### src/sv/mlpq_pkg.sv
// Shared types and constants of the multilevel priority FIFO.
// Holds the transfer payload structs, action and status codes, parameter defaults.
// No dependencies.
package mlpq_pkg;

    localparam int DEF_LEVELS  = 8;
    localparam int DEF_ENTRIES = 64;
    localparam int DEF_ID_BITS = 16;

    localparam int ACTION_W = 2;
    localparam int PRIO_W   = 3;
    localparam int PID_W    = 16;
    localparam int STATUS_W = 2;

    localparam logic [ACTION_W-1:0] ACT_INSERT  = 2'd0;
    localparam logic [ACTION_W-1:0] ACT_EXECUTE = 2'd1;
    localparam logic [ACTION_W-1:0] ACT_FIND    = 2'd2;

    localparam logic [STATUS_W-1:0] ST_OK    = 2'd0;
    localparam logic [STATUS_W-1:0] ST_FULL  = 2'd1;
    localparam logic [STATUS_W-1:0] ST_EMPTY = 2'd2;

    typedef struct packed {
        logic [ACTION_W-1:0] action;
        logic [PRIO_W-1:0]   priority_req;
        logic [PID_W-1:0]    proc_id;
    } t_in;

    typedef struct packed {
        logic [STATUS_W-1:0] status;
        logic [PID_W-1:0]    out_id;
        logic [PRIO_W-1:0]   out_level;
    } t_out;

endpackage

### src/sv/mlpq_ram.sv
// Simple dual-port synchronous RAM: one write port, one read port, registered read.
// Used for the node contents and the node link fields. No dependencies.
module mlpq_ram #(
    parameter int DEPTH = 64,
    parameter int WIDTH = 8
) (
    input  logic                     i_clk,
    input  logic                     i_we,
    input  logic [$clog2(DEPTH)-1:0] i_waddr,
    input  logic [WIDTH-1:0]         i_wdata,
    input  logic [$clog2(DEPTH)-1:0] i_raddr,
    output logic [WIDTH-1:0]         o_rdata
);

    logic [WIDTH-1:0] r_mem [DEPTH];
    logic [WIDTH-1:0] r_rdata;

    always_ff @(posedge i_clk) begin
        if (i_we) begin
            r_mem[i_waddr] <= i_wdata;
        end
        r_rdata <= r_mem[i_raddr];
    end

    assign o_rdata = r_rdata;

endmodule

### src/sv/multilevel_priority_fifo_core.sv
// Top level of the multilevel priority FIFO: control sequencer and level list ends.
// Depends on mlpq_pkg and mlpq_ram.
//
// Usage:
//   Input channel (i_in_valid / o_in_ready / i_in_data) carries one request per
//   transfer: insert an id at the tail of a level, execute (pop the head of the
//   most urgent non-empty level) or find the most urgent level holding an id.
//   Output channel (o_out_valid / i_out_ready / o_out_data) returns exactly one
//   result per request, in order.
//   Nodes live in a shared pool kept in two single-port-read RAMs (contents and
//   links); list heads and tails sit in registers.
//   Work per request, from transfer in to result valid:
//     insert  scans the pool RAM once from node 0 up to the lowest free node
//     execute one read and one write-back of the head node
//     find    every node is read once from the pool RAM
//     refused insert, empty execute, unused action: straight to the result
//   One request is in work at a time; the next is taken in the cycle after the
//   result is loaded into the output register, even while that result still waits.
//   After reset a clearing pass marks every node free; no request is taken
//   during it. A stalled receiver holds the result register and the sequencer
//   waits before loading the following result.
module multilevel_priority_fifo_core #(
    parameter int LEVELS  = mlpq_pkg::DEF_LEVELS,
    parameter int ENTRIES = mlpq_pkg::DEF_ENTRIES,
    parameter int ID_BITS = mlpq_pkg::DEF_ID_BITS
) (
    input  logic           i_clk,
    input  logic           i_rst_n,
    input  logic           i_in_valid,
    output logic           o_in_ready,
    input  mlpq_pkg::t_in  i_in_data,
    output logic           o_out_valid,
    input  logic           i_out_ready,
    output mlpq_pkg::t_out o_out_data
);

    import mlpq_pkg::*;

    localparam int NW = $clog2(ENTRIES);
    localparam int LW = (LEVELS > 1) ? $clog2(LEVELS) : 1;
    localparam int CW = $clog2(ENTRIES + 1);
    localparam int AW = 1 + LW + ID_BITS;

    localparam logic [NW-1:0] LAST_NODE = NW'(ENTRIES - 1);
    localparam logic [CW-1:0] FULL_CNT  = CW'(ENTRIES);

    localparam logic [2:0] S_CLEAR  = 3'd0;
    localparam logic [2:0] S_IDLE   = 3'd1;
    localparam logic [2:0] S_ISCAN  = 3'd2;
    localparam logic [2:0] S_XREAD  = 3'd3;
    localparam logic [2:0] S_XWRITE = 3'd4;
    localparam logic [2:0] S_FSCAN  = 3'd5;
    localparam logic [2:0] S_DONE   = 3'd6;

    logic [2:0]        r_state, n_state;
    t_in               r_req, n_req;
    logic [NW-1:0]     r_addr, n_addr;
    logic [NW-1:0]     r_rd_addr, n_rd_addr;
    logic              r_rd_vld, n_rd_vld;
    logic [LW-1:0]     r_lv, n_lv;
    logic              r_found, n_found;
    logic [LW-1:0]     r_best, n_best;
    t_out              r_res, n_res;
    logic [CW-1:0]     r_count, n_count;
    logic [NW-1:0]     r_head [LEVELS];
    logic [NW-1:0]     n_head [LEVELS];
    logic [NW-1:0]     r_tail [LEVELS];
    logic [NW-1:0]     n_tail [LEVELS];
    logic [LEVELS-1:0] r_nonempty, n_nonempty;
    logic              r_out_valid, n_out_valid;
    t_out              r_out_data, n_out_data;

    logic              a_we, b_we;
    logic [NW-1:0]     a_waddr, b_waddr, a_raddr;
    logic [AW-1:0]     a_wdata, a_rdata;
    logic [NW-1:0]     b_wdata, b_rdata;

    logic              rd_used;
    logic [LW-1:0]     rd_lvl;
    logic [ID_BITS-1:0] rd_id;
    logic [ID_BITS-1:0] req_id;
    logic [LW-1:0]     ins_lv;
    logic [LW-1:0]     low_lv;
    logic              any_ne;
    logic              find_hit;
    logic              f_found;
    logic [LW-1:0]     f_best;
    logic [NW-1:0]     x_head;

    mlpq_ram #(.DEPTH(ENTRIES), .WIDTH(AW)) u_node_ram (
        .i_clk   (i_clk),
        .i_we    (a_we),
        .i_waddr (a_waddr),
        .i_wdata (a_wdata),
        .i_raddr (a_raddr),
        .o_rdata (a_rdata)
    );

    mlpq_ram #(.DEPTH(ENTRIES), .WIDTH(NW)) u_link_ram (
        .i_clk   (i_clk),
        .i_we    (b_we),
        .i_waddr (b_waddr),
        .i_wdata (b_wdata),
        .i_raddr (x_head),
        .o_rdata (b_rdata)
    );

    assign rd_used = a_rdata[AW-1];
    assign rd_lvl  = a_rdata[LW+ID_BITS-1:ID_BITS];
    assign rd_id   = a_rdata[ID_BITS-1:0];
    assign req_id  = ID_BITS'(r_req.proc_id);
    assign ins_lv  = (int'(r_req.priority_req) >= LEVELS) ? LW'(LEVELS - 1)
                                                          : LW'(r_req.priority_req);
    assign x_head  = r_head[r_lv];
    assign a_raddr = (r_state == S_XREAD) ? x_head : r_addr;
    assign any_ne  = |r_nonempty;

    always_comb begin
        low_lv = '0;
        for (int i = LEVELS - 1; i >= 0; i--) begin
            if (r_nonempty[i]) begin
                low_lv = LW'(i);
            end
        end
    end

    assign find_hit = r_rd_vld && rd_used && (rd_id == req_id)
                      && (!r_found || (rd_lvl < r_best));
    assign f_found  = r_found || find_hit;
    assign f_best   = find_hit ? rd_lvl : r_best;

    always_comb begin
        n_state     = r_state;
        n_req       = r_req;
        n_addr      = r_addr;
        n_rd_addr   = r_rd_addr;
        n_rd_vld    = 1'b0;
        n_lv        = r_lv;
        n_found     = r_found;
        n_best      = r_best;
        n_res       = r_res;
        n_count     = r_count;
        n_head      = r_head;
        n_tail      = r_tail;
        n_nonempty  = r_nonempty;
        n_out_valid = r_out_valid && !i_out_ready;
        n_out_data  = r_out_data;
        a_we        = 1'b0;
        a_waddr     = r_addr;
        a_wdata     = '0;
        b_we        = 1'b0;
        b_waddr     = r_tail[ins_lv];
        b_wdata     = r_rd_addr;

        unique case (r_state)
            S_CLEAR: begin
                a_we = 1'b1;
                if (r_addr == LAST_NODE) begin
                    n_addr  = '0;
                    n_state = S_IDLE;
                end else begin
                    n_addr = r_addr + 1'b1;
                end
            end
            S_IDLE: begin
                if (i_in_valid) begin
                    n_req   = i_in_data;
                    n_addr  = '0;
                    n_found = 1'b0;
                    n_best  = '0;
                    n_res   = '{status: ST_OK, out_id: '0, out_level: '0};
                    unique case (i_in_data.action)
                        ACT_INSERT: begin
                            if (r_count == FULL_CNT) begin
                                n_res.status = ST_FULL;
                                n_state      = S_DONE;
                            end else begin
                                n_state = S_ISCAN;
                            end
                        end
                        ACT_EXECUTE: begin
                            if (any_ne) begin
                                n_lv    = low_lv;
                                n_state = S_XREAD;
                            end else begin
                                n_res.status = ST_EMPTY;
                                n_state      = S_DONE;
                            end
                        end
                        ACT_FIND: begin
                            n_state = S_FSCAN;
                        end
                        default: begin
                            n_state = S_DONE;
                        end
                    endcase
                end
            end
            S_ISCAN: begin
                if (r_rd_vld && !rd_used) begin
                    a_we    = 1'b1;
                    a_waddr = r_rd_addr;
                    a_wdata = {1'b1, ins_lv, req_id};
                    if (r_nonempty[ins_lv]) begin
                        b_we = 1'b1;
                    end else begin
                        n_head[ins_lv]     = r_rd_addr;
                        n_nonempty[ins_lv] = 1'b1;
                    end
                    n_tail[ins_lv] = r_rd_addr;
                    n_count        = r_count + 1'b1;
                    n_state        = S_DONE;
                end else begin
                    n_rd_vld  = 1'b1;
                    n_rd_addr = r_addr;
                    if (r_addr != LAST_NODE) begin
                        n_addr = r_addr + 1'b1;
                    end
                end
            end
            S_XREAD: begin
                n_state = S_XWRITE;
            end
            S_XWRITE: begin
                a_we    = 1'b1;
                a_waddr = x_head;
                a_wdata = {1'b0, rd_lvl, rd_id};
                if (x_head == r_tail[r_lv]) begin
                    n_nonempty[r_lv] = 1'b0;
                end else begin
                    n_head[r_lv] = b_rdata;
                end
                n_count = r_count - 1'b1;
                n_res   = '{status: ST_OK, out_id: PID_W'(rd_id), out_level: PRIO_W'(r_lv)};
                n_state = S_DONE;
            end
            S_FSCAN: begin
                n_found = f_found;
                n_best  = f_best;
                if (r_rd_vld && (r_rd_addr == LAST_NODE)) begin
                    if (f_found) begin
                        n_res = '{status: ST_OK, out_id: '0, out_level: PRIO_W'(f_best)};
                    end else begin
                        n_res = '{status: ST_EMPTY, out_id: '0, out_level: '0};
                    end
                    n_state = S_DONE;
                end else begin
                    n_rd_vld  = 1'b1;
                    n_rd_addr = r_addr;
                    if (r_addr != LAST_NODE) begin
                        n_addr = r_addr + 1'b1;
                    end
                end
            end
            S_DONE: begin
                if (!r_out_valid || i_out_ready) begin
                    n_out_valid = 1'b1;
                    n_out_data  = r_res;
                    n_state     = S_IDLE;
                end
            end
            default: begin
                n_state = S_IDLE;
            end
        endcase
    end

    always_ff @(posedge i_clk) begin
        if (!i_rst_n) begin
            r_state     <= S_CLEAR;
            r_addr      <= '0;
            r_rd_vld    <= 1'b0;
            r_count     <= '0;
            r_nonempty  <= '0;
            r_out_valid <= 1'b0;
        end else begin
            r_state     <= n_state;
            r_addr      <= n_addr;
            r_rd_vld    <= n_rd_vld;
            r_count     <= n_count;
            r_nonempty  <= n_nonempty;
            r_out_valid <= n_out_valid;
        end
    end

    always_ff @(posedge i_clk) begin
        r_req      <= n_req;
        r_rd_addr  <= n_rd_addr;
        r_lv       <= n_lv;
        r_found    <= n_found;
        r_best     <= n_best;
        r_res      <= n_res;
        r_head     <= n_head;
        r_tail     <= n_tail;
        r_out_data <= n_out_data;
    end

    assign o_in_ready  = (r_state == S_IDLE);
    assign o_out_valid = r_out_valid;
    assign o_out_data  = r_out_data;

    a_count_range: assert property (@(posedge i_clk) disable iff (!i_rst_n)
        r_count <= FULL_CNT)
        else $error("node count above pool size");

    a_empty_lists: assert property (@(posedge i_clk) disable iff (!i_rst_n)
        (r_count == '0) |-> (r_nonempty == '0))
        else $error("level marked non-empty with no nodes in use");

    a_pop_count: assert property (@(posedge i_clk) disable iff (!i_rst_n)
        (r_state == S_XWRITE) |=> (r_count + 1'b1 == $past(r_count)))
        else $error("execute did not release exactly one node");

    a_result_src: assert property (@(posedge i_clk) disable iff (!i_rst_n)
        $rose(r_out_valid) |-> ($past(r_state) == S_DONE))
        else $error("result loaded outside the done step");

endmodule
### config.mk
export PLATFORM = sky130hd
export DESIGN_NAME = multilevel_priority_fifo_core
export DESIGN_NICKNAME = d
export VERILOG_FILES = /design/src/sv/mlpq_pkg.sv /design/src/sv/mlpq_ram.sv /design/src/sv/multilevel_priority_fifo_core.sv
export SDC_FILE = /design/constraint.sdc
export NUM_CORES = 2
export LEC_CHECK = 0
export BUFFER_PORTS_ARGS = -buffer_cell sky130_fd_sc_hd__buf_2
export CAP_MARGIN = 20
export CORE_ASPECT_RATIO = 1.25
export CORE_MARGIN = 5
export CORE_UTILIZATION = 57
export DETAILED_ROUTE_END_ITERATION = 12
export GPL_TIMING_DRIVEN = 0
export PLACE_DENSITY = 0.76
export SLEW_MARGIN = 20
export SYNTH_ARGS = -nofsm -noshare
export SYNTH_HDL_FRONTEND = slang
export SYNTH_SLANG_ARGS = --single-unit
### constraint.sdc
create_clock -name i_clk -period 4.07 [get_ports i_clk]
set_input_delay 0.2035 -clock i_clk [delete_from_list [all_inputs] [get_ports i_clk]]
set_output_delay 0.2035 -clock i_clk [all_outputs]
set_load 0.02 [all_outputs]
# [Yosys cells after proc, flatten, opt, wreduce, memory -nomap -nowiden]
# Memories as Yosys holds them, arrays and structs flattened. A register that Yosys moved wholly into a read port is not among the register bits.
# Cells that the tools add are included.
[totals] register_bits=196 mem_count=2 inputBits=25 out_inout_bits=23 word_cells=206 ram_bits=1664
[classes] order_cmp=9 n_addsub=3 bitwise_logic=5 muxes=87 eq_ne=24 n_reduce_logical=40
[mem_list] memory="u_node_ram.r_mem" words=64 word_bits=20 read_ports=1 rd_clocked_by_memory_dff=1 wr=1 line_no="mlpq_ram.sv:15" rtl="logic [WIDTH-1:0] r_mem [DEPTH];"
[mem_list] memory="u_link_ram.r_mem" words=64 word_bits=6 read_ports=1 rd_clocked_by_memory_dff=1 wr=1 line_no="mlpq_ram.sv:15"
[op_table] op="bitwise mux 48 bit" n=3
[op_table] op="2-to-1 mux 48 bit" n=3
[op_table] op="2-to-1 mux 6 bit" n=16
[op_table] op="one-hot mux 48 bit (2 select lines)" n=1
[op_table] op="2-to-1 mux 21 bit" n=3
[op_table] op="one-hot mux 21 bit (3 select lines)" n=1
[op_table] op="binary-select mux 6 bit (select 3 bit)" n=3
[op_table] op="one-hot mux 20 bit (2 select lines)" n=1
[op_table] op="2-to-1 mux 3 bit" n=13
[op_table] op="demux 6 bit (select 3 bit)" n=2
[op_table] op="2-to-1 mux 8 bit" n=3
[op_table] op="one-hot mux 6 bit (2 select lines)" n=2
[op_table] op="one-hot mux 6 bit (4 select lines)" n=1
[op_table] op="one-hot mux 3 bit (7 select lines)" n=1
[op_table] op="2-to-1 mux 20 bit" n=1
[op_table] op="!= test 2 bit (second input constant)" n=10
[op_table] op="2-to-1 mux 1 bit" n=18
[op_table] op="equality test 16 bit" n=1
[op_table] op="one-hot mux 8 bit (2 select lines)" n=1
[op_table] op="AND reduction 4 bit" n=4
[op_table] op="one-hot mux 7 bit (2 select lines)" n=1
[op_table] op="equality test 6 bit (second input constant)" n=2
[op_table] op="AND reduction 2 bit" n=6
[op_table] op="logical AND 1 bit" n=10
[op_table] op="other kinds (40)" n=61

# [Depth between registers and ports, before layout]
[logic_depth] depth_word=9 depth_mapped=15 depth_no_buf=12

# [Cells and area by module]
# Synthesis repeated with hierarchy kept, for this count alone.
[hier_totals] hier_cells=3752 area_unflattened_um2=74532.7
[by_module_without_submodules] module="mlpq_ram (u_node_ram)" area_per_inst_um2=49495.0 seq_area_each_um2=38837.2 n_inst=1 cells_per_inst=2243
[by_module_without_submodules] module="mlpq_ram (u_link_ram)" area_per_inst_um2=15225.9 seq_area_each_um2=11651.2 n_inst=1 cells_per_inst=720
[by_module_without_submodules] module="multilevel_priority_fifo_core" area_per_inst_um2=9811.9 seq_area_each_um2=5625.4 n_inst=1 cells_per_inst=789

# [Worst setup path before layout]
# OpenSTA, ideal clock, no wires.
[synth_path] path_kind="register -> register" from="register r_state[1]" to="memory u_node_ram.r_mem[0][10] (netlist bit) (data pin)" path_stages_with_launch=9 n_path_buf=3 synth_period_minus_slack_ns=4.010 setup_ns=0.349 arrival_ns=3.661 slack_ns=0.060 cell_sequence="dfxtp_1 > nor2b_1 > nor2b_1 > nand2_1 > inv_1 > clkbuf_1 > clkbuf_1 > clkbuf_1 > a21o_1"
[synth_via] elab_chain_cells=2 word_cells_on_any_way=3 classes_between="2 x eq/ne; 1 x mux"
[synth_lines] item="from (decl)" line_no="multilevel_priority_fifo_core.sv:55" rtl="logic [2:0] r_state, n_state;"
[synth_lines] item="from (signal assigned)" line_no="multilevel_priority_fifo_core.sv:277" rtl="r_state <= n_state;"
[synth_lines] item="equality test 3 bit / equality test 3 x 2 -> 1 bit (equally long branches)" line_no="multilevel_priority_fifo_core.sv:155" rtl="unique case (r_state)"
[synth_lines] item="one-hot mux 20 bit (2 select lines) (*)" line_no="multilevel_priority_fifo_core.sv:155"
[synth_lines] item="named net a_wdata[10]" line_no="multilevel_priority_fifo_core.sv:75" rtl="logic [AW-1:0] a_wdata, a_rdata;"
[synth_lines] item="to (decl)" line_no="mlpq_ram.sv:15"
# The timed path passes the listed nets; every way through them passes the cells marked *.

# [Final worst setup path]
[layout_path] from="register r_lv[1]" to="register u_node_ram.r_rdata[15], in the netlist u_node_ram.o_rdata[15], read port of u_node_ram.r_mem"
[layout_via] elab_chain_cells=5
[layout_lines] item="from (decl)" line_no="multilevel_priority_fifo_core.sv:60" rtl="logic [LW-1:0] r_lv, n_lv;"
[layout_lines] item="from (signal assigned)" line_no="multilevel_priority_fifo_core.sv:289" rtl="r_lv <= n_lv;"
[layout_lines] item="inverter 3 -> 4 bit (implied by the code)" line_no="multilevel_priority_fifo_core.sv:114" rtl="assign x_head = r_head[r_lv];"
[layout_lines] item="binary-select mux 6 bit (select 3 bit)" line_no="multilevel_priority_fifo_core.sv:114"
[layout_lines] item="2-to-1 mux 6 bit (implied by the code) (2 in series)" line_no="multilevel_priority_fifo_core.sv:114"
[layout_lines] item="2-to-1 mux 6 bit" line_no="multilevel_priority_fifo_core.sv:115" rtl="assign a_raddr = (r_state == S_XREAD) ? x_head : r_addr;"
[layout_lines] item="to (decl)" line_no="mlpq_ram.sv:16" rtl="logic [WIDTH-1:0] r_rdata;"
# Every way passes these cells. The select of a mux whose other input is x is not followed.
# A chain may end at the register's enable or synchronous reset.

==> impl_results.md <==
- CTS tree: yes
- Core Rows: 149
- Dpl cells: 7044
- Synthesis Warnings: 0
- Failing checks: negative setup slack
- Number of setup violations in the final report: 18
- Final nets: 5667
- Root Driver: clkbuf_16
- Num ports: 48
- Compound-Gate Fraction of Synth Area: 7.31%
- Worst vdd ir: 0.000403 V
- First-pass GRT wire length: 336000 um
- Max Slew Vio Count: 0
- Vias: 50600
- #FFs+latches synth: 1886
- Syn nets: 5212
- Crit path DAT: 4.89 ns
- DRT antenna net count: 0
- Starting Density: 57.3%
- Reg clk slew, reported paths: 0.07 ns
- CTS Sinks: 1886
- Die height: 417 um
- Total track usage: 33.2%
- Synth top area cells: edfxtp_1 (73%), mux2i_1 (5.0%), nand2_1 (4.8%)
- Fillers: 8591
- Cell count after synthesis: 5178
- Placed inst area: 79900 sq um
- WS Path Type: flop to flop
- Sequential area share after synthesis: 74.2%
- CTS H-tree depth: 4
- Synthesized area: 75600 sq um
- Vias in the first global route: 49800
- Hpwl dp: 152000 um
- Remaining DRCs: 0
- Antenna violations before repair: 7
- Max-cap violations: 0
- Die ar.: 140000 sq um
- Chip Width: 336 um
- Status: finished, violations left
- Post-synthesis mux area share: 5.91%
- CTS max path bufs: 3
- Post-Place Worst Slack: -1.60 ns
- Clock skew: 0.0495 ns
- Reg2Reg Setup Slack: -0.16 ns
- Simple-gate share of the synthesized area: 10.0%
- Core area: 132000 sq um
- Tightest Pin Transition: 1.17 ns
- DR WL/cell: 31.5 um
- WP data required: 4.73 ns
- Ys flop type: edfxtp_1
- Post-Synth Adder-Cell Area: 0.159%
- Synth area leader: edfxtp_1
- Synthesis-to-layout area growth: 17.8%
- Syn avg cell area: 14.6 sq um
- RSZ-0062 raised after global routing: true
- Layout cells sized above 1: 19.2%
- Crit end category: flop
- Final cell count without fillers: 7516
- Largest net degree at the start of global routing: 65
- Num CTS Buffers: 177
- Vias per cell: 6.73
- Port buffer count: 47
- Post-synth top area share: 72.8%
- DRT Pass-1 Iters: 9
- Netlist cell types: 80
- Most common cell in the netlist: edfxtp_1
- Post-Synth XOR/XNOR Area: 0.359%
- Final setup slack of the worst path: -0.157 ns
- Rel. slew slack: 21.1%
- Tmin final: 4.23 ns
- Worst hold path class: input pin to flop
- Grt total ovfl: 0
- Fin. Hold Viols: 0
- Clock Latency Late Sink: 0.83 ns
- Leak pwr: 29.3 nW
- PwrDens: 447 nW/um^2
- Max Clock Freq: 237 MHz
- Post-synth top cells: edfxtp_1 (1834), nand2_1 (961), mux2i_1 (381)
- Total Wirelength: 237000 um
- Max FO, Critical Path: 10
- Placer congestion estimate: 1.02
- Asr flop ratio synth: 0%
- Final core occ: 67.5%
- Starting DRC count in detailed routing: 7533
- Number of enable flip-flop cells after synthesis: 1834
- Final Cycle Share: 104%
- Largest family of logic cells by synthesized area: simple AND/OR/NAND/NOR gates
- Final Cell Area: 89000 sq um
- CP startpoint kind: flop
## worst paths after layout
path | startpoint | end | cells past startpoint
worst max register to register | r_lv[1] | u_node_ram.o_rdata[15] | 10
worst min register to register | r_res[17] | o_out_data[17] | 0
worst max-delay path | r_lv[1] | u_node_ram.o_rdata[15] | 10
worst min-delay path | i_in_data[3] | req_id[3] | 2
## report_power, final
group          leakage, nW  internal, mW  switching (mW)  total [mW]
combinational         10.6         0.794            1.68        2.48
sequential            16.0          21.1          0.0615        21.2
clock                 2.72          8.89            7.29        16.2
## metrics by stage
step           hold slack [ns]  power, mW  setup TNS, ns
3_5_place_dp             0.382       23.6       -1724.40
3_3_place_gp             0.382       23.4       -5460.35
2_1_floorplan            0.302       22.6              0
6_report                0.0869       39.8          -1.39
5_1_grt                 0.0774       40.6          -1.42
4_1_cts                 0.0479       39.5         -0.656
## repair_timing
item | 4_1_cts | 5_1_grt
endpoints found under the hold margin | 38 | 0
hold buffers | 25 | 0
setup endpoints to repair | 1738 | 1197
buffers inserted | 63 | 26
pin swaps | 63 | 37
resized for setup | 305 | 212
gates cloned | 37 | 1
## cell usage in the layout (no fill, tap or decap), types with 57 or more instances in the layout
master	synthesis	final
a21oi_1	135	132
and3_1	66	66
clkbuf_2	0	60
nand2_1	961	950
nor2_1	221	98
a31oi_1	85	85
clkbuf_16	0	178
edfxtp_1	1834	1834
nor2_2	0	57
buf_2	113	126
nor2_4	0	104
mux2i_1	381	377
nand3_1	269	262
buf_4	21	119
clkbuf_1	156	133
## flip-flops by register name, indices dropped and copies added, names as in the netlist, 3 cells and up
name,cells
r_tail,48
b_wdata,6
u_node_ram.o_rdata,20
u_link_ram.o_rdata,6
r_res,21
ins_lv,3
o_out_data,21
u_link_ram.r_mem,384
r_nonempty,8
r_state,3
req_id,16
r_lv,3
r_addr,6
r_count,7
u_node_ram.r_mem,1280
r_head,48
r_best,3
## kinds of logic (layout without fill, tap and decap cells)
kind of cell / after synthesis / count (layout)
adder cells (fa/ha/maj): 9 / 9
other: 0 / 2
flip-flops: 1886 / 1886
AO/OA/AOI/OAI: 748 / 748
buffers and inverters: 343 / 905
multiplexers: 427 / 427
AND/OR/NAND/NOR: 1734 / 1772
XOR/XNOR: 31 / 31
## layer usage
layer	vias up	GRT usage (%)	part of all wire, %	wire, um
li1	20900	-	-	-
met1	24700	38.6	32	74800
met2	3941	53.3	48	113000
met3	1078	8.23	11	27100
met4	6	25.4	9.2	21800
met5	-	0	0.054	128
## final cells by class
type                       count  area, sq um  share of cell area (%)
antenna                        2         5.00                 0.00562
buffer                       316         1750                    1.97
clock buffer                 234         4700                    5.28
clock inverter                90          877                   0.985
inverter                      17         71.3                  0.0801
multi-input combinational   2987        20600                    23.1
sequential                  1886        56100                    63.0
tap                         1736         2170                    2.44
timing repair buffer         248         2740                    3.07
## critical path: stages, from the launching register on
cell and delay (ns):
edfxtp_1 0.43, buf_4 0.17, mux2_2 0.36, mux4_2 0.61, o21a_1 0.43, and2_2 0.40, nand2_1 0.18, clkbuf_2 0.35
o221ai_1 0.21, or3_1 0.53, o32ai_2 0.37
(Power assumes the default switching activity.)
